### src/dtok_pkg.sv
// ----------------------------------------------------------------------------
// Delimiter tokenizer package
// Result kinds, register indexes, queue entry type and sizes.
// ----------------------------------------------------------------------------
`default_nettype none

package dtok_pkg;

    // Result kinds as seen on the output tuser
    typedef enum logic [1:0] {
        KIND_BYTE = 2'd0,
        KIND_END  = 2'd1,
        KIND_DONE = 2'd2
    } kind_t;

    // Configuration register indexes
    localparam int CFG_IDX_W = 3;
    localparam logic [CFG_IDX_W-1:0] REG_DELIM_0     = 3'd0;
    localparam logic [CFG_IDX_W-1:0] REG_DELIM_1     = 3'd1;
    localparam logic [CFG_IDX_W-1:0] REG_DELIM_2     = 3'd2;
    localparam logic [CFG_IDX_W-1:0] REG_DELIM_3     = 3'd3;
    localparam logic [CFG_IDX_W-1:0] REG_ALLOW_EMPTY = 3'd4;
    localparam logic [CFG_IDX_W-1:0] REG_MAX_TOKENS  = 3'd5;

    localparam int CFG_DATA_W = 64;
    localparam int LIMIT_W    = 16;
    localparam int IDX_W      = 16;
    localparam int BYTE_W     = 8;

    // Queue between classifier and output sequencer (power of two)
    localparam int QUEUE_DEPTH = 4;

    // One classified input: one result, or a token end followed by done
    typedef struct packed {
        logic              two;
        kind_t             kind0;
        logic [BYTE_W-1:0] byte0;
        logic [IDX_W-1:0]  idx0;
        logic [IDX_W-1:0]  idx1;
    } job_t;

endpackage

`default_nettype wire

### src/dtok_fifo.sv
// ----------------------------------------------------------------------------
// Delimiter tokenizer job queue
// Small register queue decoupling the classifier from the output side.
// ----------------------------------------------------------------------------
`default_nettype none

module dtok_fifo (
    input  wire            clk,
    input  wire            rst_n,
    input  wire            push,
    input  dtok_pkg::job_t wr_job,
    output logic           full,
    input  wire            pop,
    output logic           empty,
    output dtok_pkg::job_t rd_job
);
    import dtok_pkg::*;

    localparam int PTR_W = $clog2(QUEUE_DEPTH);
    localparam int CNT_W = $clog2(QUEUE_DEPTH + 1);

    job_t             q_reg [QUEUE_DEPTH];
    logic [PTR_W-1:0] wr_ptr_reg;
    logic [PTR_W-1:0] rd_ptr_reg;
    logic [CNT_W-1:0] cnt_reg;
    logic             do_push;
    logic             do_pop;

    assign full    = (cnt_reg == CNT_W'(QUEUE_DEPTH));
    assign empty   = (cnt_reg == '0);
    assign do_push = push && !full;
    assign do_pop  = pop && !empty;
    assign rd_job  = q_reg[rd_ptr_reg];

    // Storage
    always_ff @(posedge clk)
    begin
        if (do_push)
        begin
            q_reg[wr_ptr_reg] <= wr_job;
        end
    end

    // Pointers and fill count
    always_ff @(posedge clk or negedge rst_n)
    begin
        if (!rst_n)
        begin
            wr_ptr_reg <= '0;
            rd_ptr_reg <= '0;
            cnt_reg    <= '0;
        end
        else
        begin
            if (do_push)
            begin
                wr_ptr_reg <= wr_ptr_reg + 1'b1;
            end
            if (do_pop)
            begin
                rd_ptr_reg <= rd_ptr_reg + 1'b1;
            end
            if (do_push && !do_pop)
            begin
                cnt_reg <= cnt_reg + 1'b1;
            end
            else if (do_pop && !do_push)
            begin
                cnt_reg <= cnt_reg - 1'b1;
            end
        end
    end

endmodule

`default_nettype wire

### src/dtok_front.sv
// ----------------------------------------------------------------------------
// Delimiter tokenizer classifier
// Holds the configuration, looks up each byte in the delimiter bitmap, runs
// the scan state and token counter, and queues the results of each input.
// ----------------------------------------------------------------------------
`default_nettype none

module dtok_front #(
    parameter int COUNT_WIDTH = 16
) (
    input  wire                            clk,
    input  wire                            rst_n,
    // configuration writes
    input  wire                            cfg_valid,
    output logic                           cfg_ready,
    input  wire [dtok_pkg::CFG_IDX_W-1:0]  cfg_index,
    input  wire [dtok_pkg::CFG_DATA_W-1:0] cfg_data,
    // input items
    input  wire                            in_valid,
    output logic                           in_ready,
    input  wire [dtok_pkg::BYTE_W-1:0]     ch,
    input  wire                            is_end,
    // queue write side
    output logic                           push,
    output dtok_pkg::job_t                 job,
    input  wire                            full
);
    import dtok_pkg::*;

    localparam int CMP_W = (COUNT_WIDTH > LIMIT_W) ? COUNT_WIDTH : LIMIT_W;
    localparam int EXT_W = (CMP_W > IDX_W) ? CMP_W : IDX_W;

    typedef enum logic [3:0] {
        MODE_START = 4'b0001,
        MODE_SKIP  = 4'b0010,
        MODE_TOKEN = 4'b0100,
        MODE_REST  = 4'b1000
    } mode_t;

    logic [4*CFG_DATA_W-1:0] delim_reg;
    logic                    allow_empty_reg;
    logic [LIMIT_W-1:0]      max_tokens_reg;
    mode_t                   mode_reg, mode_next;
    logic [COUNT_WIDTH-1:0]  count_reg, count_next;

    logic                    accept;
    logic                    is_delim;
    logic                    at_limit;
    logic [COUNT_WIDTH-1:0]  count_inc;
    logic [EXT_W-1:0]        count_ext;
    logic [EXT_W-1:0]        inc_ext;

    assign cfg_ready = 1'b1;
    assign in_ready  = !full;
    assign accept    = in_valid && !full;

    // Bitmap lookup and limit test
    assign is_delim  = delim_reg[ch];
    assign at_limit  = (max_tokens_reg != '0) &&
                       (CMP_W'(count_reg) == CMP_W'(max_tokens_reg) - CMP_W'(1));
    assign count_inc = (count_reg != '1) ? count_reg + 1'b1 : count_reg;
    assign count_ext = EXT_W'(count_reg);
    assign inc_ext   = EXT_W'(count_inc);

    // Configuration registers
    always_ff @(posedge clk or negedge rst_n)
    begin
        if (!rst_n)
        begin
            delim_reg       <= '0;
            allow_empty_reg <= 1'b0;
            max_tokens_reg  <= '0;
        end
        else if (cfg_valid)
        begin
            unique case (cfg_index)
                REG_DELIM_0:     delim_reg[0*CFG_DATA_W +: CFG_DATA_W] <= cfg_data;
                REG_DELIM_1:     delim_reg[1*CFG_DATA_W +: CFG_DATA_W] <= cfg_data;
                REG_DELIM_2:     delim_reg[2*CFG_DATA_W +: CFG_DATA_W] <= cfg_data;
                REG_DELIM_3:     delim_reg[3*CFG_DATA_W +: CFG_DATA_W] <= cfg_data;
                REG_ALLOW_EMPTY: allow_empty_reg <= cfg_data[0];
                REG_MAX_TOKENS:  max_tokens_reg  <= cfg_data[LIMIT_W-1:0];
                default:         ;
            endcase
        end
    end

    // Classification and scan state transition
    always_comb
    begin
        mode_next  = mode_reg;
        count_next = count_reg;
        push       = 1'b0;
        job.two    = 1'b0;
        job.kind0  = KIND_BYTE;
        job.byte0  = ch;
        job.idx0   = count_ext[IDX_W-1:0];
        job.idx1   = inc_ext[IDX_W-1:0];

        if (is_end)
        begin
            // close an open token (or an empty final one), then string done
            push       = accept;
            job.byte0  = '0;
            mode_next  = MODE_START;
            count_next = '0;
            if (mode_reg == MODE_TOKEN || mode_reg == MODE_REST ||
                (mode_reg == MODE_SKIP && at_limit))
            begin
                job.two   = 1'b1;
                job.kind0 = KIND_END;
            end
            else
            begin
                job.kind0 = KIND_DONE;
            end
        end
        else
        begin
            unique case (mode_reg)
                MODE_REST:
                begin
                    push = accept;
                end
                MODE_TOKEN:
                begin
                    push = accept;
                    if (is_delim)
                    begin
                        job.kind0  = KIND_END;
                        job.byte0  = '0;
                        count_next = count_inc;
                        mode_next  = MODE_START;
                    end
                end
                MODE_START, MODE_SKIP:
                begin
                    if (is_delim && !allow_empty_reg)
                    begin
                        mode_next = MODE_SKIP;
                    end
                    else if (at_limit)
                    begin
                        push      = accept;
                        mode_next = MODE_REST;
                    end
                    else if (is_delim)
                    begin
                        // empty token closed by this delimiter
                        push       = accept;
                        job.kind0  = KIND_END;
                        job.byte0  = '0;
                        count_next = count_inc;
                        mode_next  = MODE_START;
                    end
                    else
                    begin
                        push      = accept;
                        mode_next = MODE_TOKEN;
                    end
                end
                default:
                begin
                    mode_next = MODE_START;
                end
            endcase
        end
    end

    // Scan state
    always_ff @(posedge clk or negedge rst_n)
    begin
        if (!rst_n)
        begin
            mode_reg  <= MODE_START;
            count_reg <= '0;
        end
        else if (accept)
        begin
            mode_reg  <= mode_next;
            count_reg <= count_next;
        end
    end

endmodule

`default_nettype wire

### src/dtok_back.sv
// ----------------------------------------------------------------------------
// Delimiter tokenizer output sequencer
// Drains queued jobs into the output register, one result per transaction,
// splitting a token-end plus done job into two results.
// ----------------------------------------------------------------------------
`default_nettype none

module dtok_back (
    input  wire                        clk,
    input  wire                        rst_n,
    // queue read side
    input  wire                        empty,
    input  dtok_pkg::job_t             rd_job,
    output logic                       pop,
    // result stream
    output logic                       out_valid,
    input  wire                        out_ready,
    output dtok_pkg::kind_t            kind,
    output logic [dtok_pkg::BYTE_W-1:0] byte_out,
    output logic [dtok_pkg::IDX_W-1:0] token_index,
    output logic                       last
);
    import dtok_pkg::*;

    typedef enum logic [1:0] {
        PH_FIRST  = 2'b01,
        PH_SECOND = 2'b10
    } phase_t;

    phase_t             phase_reg;
    logic               out_valid_reg;
    kind_t              kind_reg;
    logic [BYTE_W-1:0]  byte_reg;
    logic [IDX_W-1:0]   index_reg;
    logic               last_reg;
    logic [IDX_W-1:0]   done_idx_reg;
    logic               load;

    assign load        = !out_valid_reg || out_ready;
    assign pop         = load && (phase_reg == PH_FIRST) && !empty;

    assign out_valid   = out_valid_reg;
    assign kind        = kind_reg;
    assign byte_out    = byte_reg;
    assign token_index = index_reg;
    assign last        = last_reg;

    // Phase and valid
    always_ff @(posedge clk or negedge rst_n)
    begin
        if (!rst_n)
        begin
            phase_reg     <= PH_FIRST;
            out_valid_reg <= 1'b0;
        end
        else if (load)
        begin
            unique case (phase_reg)
                PH_SECOND:
                begin
                    out_valid_reg <= 1'b1;
                    phase_reg     <= PH_FIRST;
                end
                PH_FIRST:
                begin
                    out_valid_reg <= !empty;
                    if (!empty && rd_job.two)
                    begin
                        phase_reg <= PH_SECOND;
                    end
                end
                default:
                begin
                    phase_reg <= PH_FIRST;
                end
            endcase
        end
    end

    // Output payload
    always_ff @(posedge clk)
    begin
        if (load)
        begin
            if (phase_reg == PH_SECOND)
            begin
                kind_reg  <= KIND_DONE;
                byte_reg  <= '0;
                index_reg <= done_idx_reg;
                last_reg  <= 1'b1;
            end
            else if (!empty)
            begin
                kind_reg     <= rd_job.kind0;
                byte_reg     <= rd_job.byte0;
                index_reg    <= rd_job.idx0;
                last_reg     <= !rd_job.two;
                done_idx_reg <= rd_job.idx1;
            end
        end
    end

endmodule

`default_nettype wire

### src/delimiter_tokenizer.sv
// ----------------------------------------------------------------------------
// Delimiter tokenizer
// Splits a byte stream into tokens at bytes marked in a 256-bit bitmap.
// ----------------------------------------------------------------------------
// Takes one string byte per transaction on s_axis (tlast marks the end item,
// whose byte is ignored) and emits token bytes, token-end marks and a
// string-done mark on m_axis. A byte input gives at most one result; the end
// item gives a token end and a done mark when a token is open, else a done
// mark alone. Input is taken every cycle while the 4-entry job queue has room;
// results leave at one per cycle while m_axis_tready is high and results are
// pending. The classifier writes the queue at the accepting edge of an item;
// the output register loads the first result of that item from the queue
// when the register holds no result or its held result is taken. The single
// delimiter lookup and scan-state update per byte set the one-byte-per-cycle
// input rate while the queue has room. Configuration writes are always ready
// and take effect at once; write them only while no string is in flight.
// ----------------------------------------------------------------------------
`default_nettype none

module delimiter_tokenizer #(
    parameter int COUNT_WIDTH = 16
) (
    input  wire                            clk,
    input  wire                            rst_n,
    // configuration write channel
    input  wire                            cfg_valid,
    output logic                           cfg_ready,
    input  wire [dtok_pkg::CFG_IDX_W-1:0]  cfg_index,
    input  wire [dtok_pkg::CFG_DATA_W-1:0] cfg_data,
    // string input
    input  wire                            s_axis_tvalid,
    output logic                           s_axis_tready,
    input  wire [7:0]                      s_axis_tdata,   // [7:0] ch
    input  wire                            s_axis_tlast,   // is_end
    // result output
    output logic                           m_axis_tvalid,
    input  wire                            m_axis_tready,
    output logic [23:0]                    m_axis_tdata,   // [7:0] byte_out, [23:8] token_index
    output logic [1:0]                     m_axis_tuser,   // [1:0] kind
    output logic                           m_axis_tlast    // last
);
    import dtok_pkg::*;

    logic              push;
    logic              full;
    logic              empty;
    logic              pop;
    job_t              wr_job;
    job_t              rd_job;
    kind_t             kind;
    logic [BYTE_W-1:0] byte_out;
    logic [IDX_W-1:0]  token_index;

    // Classifier
    dtok_front #(
        .COUNT_WIDTH (COUNT_WIDTH)
    ) u_front (
        .clk       (clk),
        .rst_n     (rst_n),
        .cfg_valid (cfg_valid),
        .cfg_ready (cfg_ready),
        .cfg_index (cfg_index),
        .cfg_data  (cfg_data),
        .in_valid  (s_axis_tvalid),
        .in_ready  (s_axis_tready),
        .ch        (s_axis_tdata),
        .is_end    (s_axis_tlast),
        .push      (push),
        .job       (wr_job),
        .full      (full)
    );

    // Job queue
    dtok_fifo u_fifo (
        .clk    (clk),
        .rst_n  (rst_n),
        .push   (push),
        .wr_job (wr_job),
        .full   (full),
        .pop    (pop),
        .empty  (empty),
        .rd_job (rd_job)
    );

    // Output sequencer
    dtok_back u_back (
        .clk         (clk),
        .rst_n       (rst_n),
        .empty       (empty),
        .rd_job      (rd_job),
        .pop         (pop),
        .out_valid   (m_axis_tvalid),
        .out_ready   (m_axis_tready),
        .kind        (kind),
        .byte_out    (byte_out),
        .token_index (token_index),
        .last        (m_axis_tlast)
    );

    assign m_axis_tdata = {token_index, byte_out};
    assign m_axis_tuser = kind;

endmodule

`default_nettype wire

### config.mk
export PLATFORM = sky130hd
export DESIGN_NAME = delimiter_tokenizer
export DESIGN_NICKNAME = d
export VERILOG_FILES = /design/src/dtok_pkg.sv /design/src/dtok_fifo.sv /design/src/dtok_front.sv /design/src/dtok_back.sv /design/src/delimiter_tokenizer.sv
export SDC_FILE = /design/constraint.sdc
export NUM_CORES = 1
export LEC_CHECK = 0
export ABC_CLOCK_PERIOD_IN_PS = 5300
export BUFFER_PORTS_ARGS = -buffer_cell sky130_fd_sc_hd__buf_2
export CELL_PAD_IN_SITES_DETAIL_PLACEMENT = 0
export CELL_PAD_IN_SITES_GLOBAL_PLACEMENT = 2
export CORE_MARGIN = 2
export CORE_UTILIZATION = 45
export CTS_BUF_LIST = sky130_fd_sc_hd__clkbuf_4 sky130_fd_sc_hd__clkbuf_8 sky130_fd_sc_hd__clkbuf_16
export CTS_CLUSTER_SIZE = 25
export DETAILED_ROUTE_END_ITERATION = 16
export PLACE_DENSITY_LB_ADDON = 0.1
export SLEW_MARGIN = 20
export SYNTH_ARGS = -nofsm -noshare
export SYNTH_HDL_FRONTEND = slang
export SYNTH_SLANG_ARGS = --single-unit
### constraint.sdc
create_clock -name clk -period 5.3 [get_ports clk]
set_input_delay 0.53 -clock clk [delete_from_list [all_inputs] [get_ports clk]]
set_output_delay 0.53 -clock clk [all_outputs]
set_load 0.05 [all_outputs]
* Yosys cells after proc, flatten, opt, wreduce, memory -nomap -nowiden *
Memories as Yosys holds them, arrays and structs flattened.
Index checks and enable logic that the tools add are counted.

word-level totals
  memory bits (writable) = 172
  memories kept = 1
  output and inout bits = 30
  latch bits = 0
  ROM bits = 0
  flip-flop bits (word level) = 346

cells by class
  equal/unequal tests = 20
  magnitude comparators = 1
  bitwise logic cells = 2
  shifts and indexed selects = 0
  reduce and logical (&&, ||, !) cells = 41
  add/subtract/negate cells = 6
  div/mod/pow operators = 0
  muxes and demuxes = 37
  $mul = 0

memories
  name          words  bits a word  read ports  clocked after Yosys merged registers in  write ports  line             text
  u_fifo.q_reg  4      43           1           0                                        1            dtok_fifo.sv:22  job_t q_reg [QUEUE_DEPTH];

operators with widths
  cell                   number
  $mux 16                7
  $pmux 16 s2            1
  $mux 10                3
  $pmux 10 s2            1
  $reduce_and 2->1       9
  $add 16x1->16 const B  1
  $eq 16x16->1           1
  $mux 4                 4
  $ne 16x16->1 const B   1
  $reduce_bool 16->1     1
  $sub 16x1->16 const B  1
  $pmux 4 s3             1
  $logic_and 1x1->1      11
  $eq 3x3->1 const B     3
  $lt 8x9->1 const B     1
  $mux 3                 3
  $mux 9                 1
  $bmux 1 s8             1
  $mux 1                 8
  $mux 2                 4
  $mux 8                 1
  $logic_not 1->1        7
  $eq 3x2->1 const B     2
  $logic_not 3->1        2
  other kinds (21)       32

* Longest topological paths before layout *
  depth in word-level cells = 11
  depth in mapped cells = 19
  depth with buffers taken out = 14

* Modules after synthesis *
A second synthesis with hierarchy kept.

unflattened totals
  cell total of the unflattened synthesis = 1529
  area, all modules = 23326.1 um^2

modules (own cells, without submodules)
  module      cells each  sequential area each (um^2)  instances  area each (um^2)
  dtok_front  1173        7333.3                       1          14810.5
  dtok_fifo   261         5340.1                       1          6693.9
  dtok_back   95          1367.6                       1          1821.7

* Least setup slack after synthesis *
Ideal clock, no wire load.

  path kind = in2reg
  from = input port s_axis_tdata[0]
  to = memory u_fifo.q_reg[0][0] (netlist name) (enable)
  path slack = 1157 ps
  buffers on the path = 3
  setup time = 405 ps
  stages on the path = 12
  data arrival time = 3738 ps
  path through = buf_6 -> buf_8 -> buf_12 -> mux4_2 -> a22o_1 -> a31oi_1 -> a31oi_1 -> a21oi_1 -> o311ai_4 -> a21oi_1 -> o31a_2 -> and2_1

on the way
  cells in the longest elaborated chain, start to end = 9

ends and longest elaborated chain
  element                       line                       text
  from (decl)                   delimiter_tokenizer.sv:33  input wire [7:0] s_axis_tdata,
  $bmux 1 s8                    dtok_front.sv:58           assign is_delim = delim_reg[ch];
  $mux 1 (not written as such)  dtok_front.sv:58
  $logic_and 1x1->1             dtok_front.sv:138          if (is_delim && !allow_empty_reg)
  $mux 1                        dtok_front.sv:138
  $pmux 1 s2                    dtok_front.sv:120          unique case (mode_reg)
  $mux 1                        dtok_front.sv:100          if (is_end)
  $logic_and 1x1->1             dtok_fifo.sv:31            assign do_push = push && !full;
  net u_fifo.do_push            dtok_fifo.sv:26            logic do_push;
  $mux 1                        dtok_fifo.sv:38            if (do_push)
  $mux 1 (not written as such)  dtok_fifo.sv:40            q_reg[wr_ptr_reg] <= wr_job;
  to (decl)                     dtok_fifo.sv:22

The timed path passes the listed nets, and every way through them passes these cells. The select of a mux whose other input is x is not followed.

* Final worst setup path *
  from = input port s_axis_tdata[1]
  to = register u_fifo.cnt_reg[2]

on the way
  cells in the longest elaborated chain, start to end = 10
  elaborated cells on any way between the ends = 12
  those cells by class = 6 x mux; 6 x reduce/logical

ends and longest elaborated chain
  element                             line               text
  $bmux 1 s8 (*)                      dtok_front.sv:58
  $mux 1 (not written as such) (*)    dtok_front.sv:58
  $logic_and 1x1->1 (*)               dtok_front.sv:138
  $mux 1 (*)                          dtok_front.sv:138
  $pmux 1 s2 (*)                      dtok_front.sv:120
  $mux 1 (*)                          dtok_front.sv:100
  $logic_and 1x1->1 (*)               dtok_fifo.sv:31
  net u_fifo.do_push                  dtok_fifo.sv:26
  $logic_not 1->1                     dtok_fifo.sv:67    else if (do_pop && !do_push)
  $logic_and 1x1->1                   dtok_fifo.sv:67
  $reduce_bool 2->1 (no source line)  -
  to (signal assigned)                dtok_fifo.sv:65    cnt_reg <= cnt_reg + 1'b1;
  to (signal assigned)                dtok_fifo.sv:69    cnt_reg <= cnt_reg - 1'b1;
  to (decl)                           dtok_fifo.sv:25    logic [CNT_W-1:0] cnt_reg;

Mark *: on every way through the listed nets, which the timed path passes. The rest lies on a longest branch. The select of a mux whose other input is x is not followed.
A chain may end at the register's enable or synchronous reset.

==> impl_metrics.yaml <==
status:
  outcome: "finished clean"
synthesis:
  synth_async_sr_flop_share_pct: 58.5
  synthAdderAreaFrac_pct: 0.582
  yosys_register_bits: 518
  synth_area_per_cell_um2: 15.9
  synth-xor-area-share_pct: 1.46
  post_synth_inst_count: 1434
  synth_compound_area_share_pct: 3.76
  synth-simple-area-share_pct: 5.91
  synth_cell_types: 81
  syn-num-nets: 1525
  synth.area.mux_share_pct: 24.5
  synth_warnings: 0
  ys.flop_type: "dfrtp_1"
  synth_edf_count: 215
  syn-cell-area_um2: 22800
  synth_top_family_by_area: "multiplexers"
  ys_seq_area_share_pct: 61.6
clock_tree:
  cts_sinks: 518
  cts_max_path_buffers: 3
  cts_max_level: 2
  cts_hold_buf: 0
  cts_tree: "done"
  cts.clk_slew.worst_paths_ns: 0.06
  cts_buffers: 56
  ctsResizeCount: 0
  clk_latency_ns: 0.62
  cts-root-buf: "clkbuf_16"
  cts_setup_buffers: 0
worst_setup_path:
  worstPathRequired_ns: 5.84
  crit_path_start_kind: "input pin"
  cp_max_fo: 25
  crit_start: "s_axis_tdata[1]"
  cp_data_arrival_time_ns: 4.31
  reg2reg_to: "u_fifo.cnt_reg[2]"
  worstRegToRegCells: 14
  r2r_start: "u_front.delim_reg[73]"
  timing_worst_setup_path_type: "input pin to register"
  crit_path_end: "u_fifo.cnt_reg[2]"
  rrSetupSlack_ns: 1.54
  cp-end-kind: "register"
drt:
  remaining_drc_errors: 0
  avgViaCountPerCell: 5.56
  wl_per_cell_um: 23.4
  dr.pass1.iters: 5
  totalWireLength_mm: 53.0
  dr_total_vias: 12575
  antenna_left: 0
  drt_iter0_markers: 654
sta:
  hold_viol_final: 0
  post-route-worst-setup-slack_ns: 1.52
  fin_worst_skew_ns: 0.0284
  rsz0062_at_grt: "false"
  fin_setup_tns_ns: 0
  finalCritPeriodShare_pct: 71.3
  setup_violations: 0
  max_slew_margin_pct: 33.1
  worst-slew-pin-transition_ns: 1.00
  maxSlewViolCount: 0
  period_needed_ns: 3.78
  max_freq_ghz: 0.265
die:
  start_util_pct: 45.5
  coreArea_um2: 50100
  fp.dieH_um: 229
  fp-row-count: 82
  die_w_um: 229
  pin_count: 111
  die_area_um2: 52500
cells_and_area:
  largest_reg_flops: 256
  num_antenna_cells: 0
  area_growth_syn_to_layout_pct: 14.7
  mostFrequentLayoutCell: "dfrtp_1"
  drive_gt1_share_pct: 40.8
  multi_input_area_um2: 8300
  register_area_um2: 14000
  num-nets-final: 1633
  n_fill_cell: 4211
  layout_common_cells: "dfrtp_1, mux2_2, edfxtp_1"
global_routing:
  track_usage_pct: 20.7
  first_global_vias: 13483
  antenna_found_initial: 1
  grt_overflow_total: 0
  grt_first_pass_wirelength_mm: 83.2
  grt_start_max_net_pins: 115
pwr:
  p_per_area_nw_per_um2: 497
  peakVddDrop_v: 0.000277
  finalPower_mw: 13.0
  p_leak_nw: 10.2
run:
  cap_viol_max_count: 0
placed_design:
  post-place-ws_ns: 0.871
  place_congestion: 0.830
  port-buffer-count: 109
  dp_hpwl_mm: 35.2
min_path:
  hold_class: "input pin to async pin"
[cell type report]
type	instances	share of cell area (%)
clock inverters	23	1.28
repair buffers	132	3.23
well taps	672	3.22
multi-input cells	819	31.7
clock buffers	83	6.60
inverters	15	0.215
flip-flops and latches	518	53.7
[critical path: stages]
cell and delay (ns):
buf_2 0.52, mux4_2 0.41, a22o_1 0.24, a221oi_1 0.26, o21ai_0 0.20, a221oi_1 0.45
o311ai_4 0.15, a21oi_1 0.19, o31a_2 0.24, ha_1 0.21, inv_1 0.06, fa_1 0.37
xor2_1 0.17, nor2_1 0.13, xor2_1 0.16
[metal layers]
layer	share of wire (%)	vias to the layer above	GRT usage, %
met5	0.030	-	0
met4	2.0	2	5.01
met2	50	227	35.3
met3	3.6	72	3.19
li1	-	5699	-
met1	44	6575	27.9
[kinds of logic (layout without fill, tap and decap cells)]
| kind of cell | after synthesis | in the layout |
|---|---|---|
| AOI/OAI and AO/OA | 113 | 113 |
| xor gates and xnor gates | 38 | 38 |
| adders and majority gates | 10 | 10 |
| buffers and inverters | 97 | 253 |
| DFF | 518 | 518 |
| muxes | 406 | 406 |
| other | 1 | 1 |
| and+or+nand+nor | 251 | 251 |
[worst min-delay path by stage]
stage                                 startpoint                endpoint  slack, ns
after global placement          u_back.out_valid        u_back.out_valid       0.48
after detailed placement  u_front.delim_reg[232]  u_front.delim_reg[232]       0.49
after floorplan                            rst_n        u_back.out_valid       0.23
final                                      rst_n   u_front.delim_reg[21]       0.03
after CTS                                  rst_n    u_front.delim_reg[7]       0.05
after global routing                       rst_n   u_front.delim_reg[21]       0.09
[synthesized netlist by cell type, types with 18 or more instances]
cell | instances | area share (%)
a21oi_1 | 18 | 0.40
a22oi_1 | 21 | 0.69
and2_1 | 26 | 0.71
clkbuf_1 | 52 | 0.86
dfrtp_1 | 301 | 33
edfxtp_1 | 215 | 28
mux2_2 | 283 | 14
mux2i_1 | 29 | 1.3
mux4_2 | 93 | 9.2
nand2_1 | 75 | 1.2
nor2_1 | 38 | 0.63
xnor2_1 | 22 | 0.85
[stage by stage]
stage	instance area [µm²]	std cells	hold WS (ns)	util, %
floorplan	22800	1434	0.234	-
global placement	24100	2156	0.481	48.1
detailed placement	24100	2156	0.490	48.1
CTS	26100	2262	0.0465	52.2
global route	26100	2262	0.0928	52.2
finish	26100	2262	0.0290	52.2
[power breakdown]
part,leakage [nW],total (mW),internal [mW],switching [mW]
clock,1.03,4.25,2.64,1.61
sequential,5.69,5.75,5.27,0.481
combinational,3.53,3.00,1.34,1.67
No activity file was read; power rests on OpenSTA's default activity.
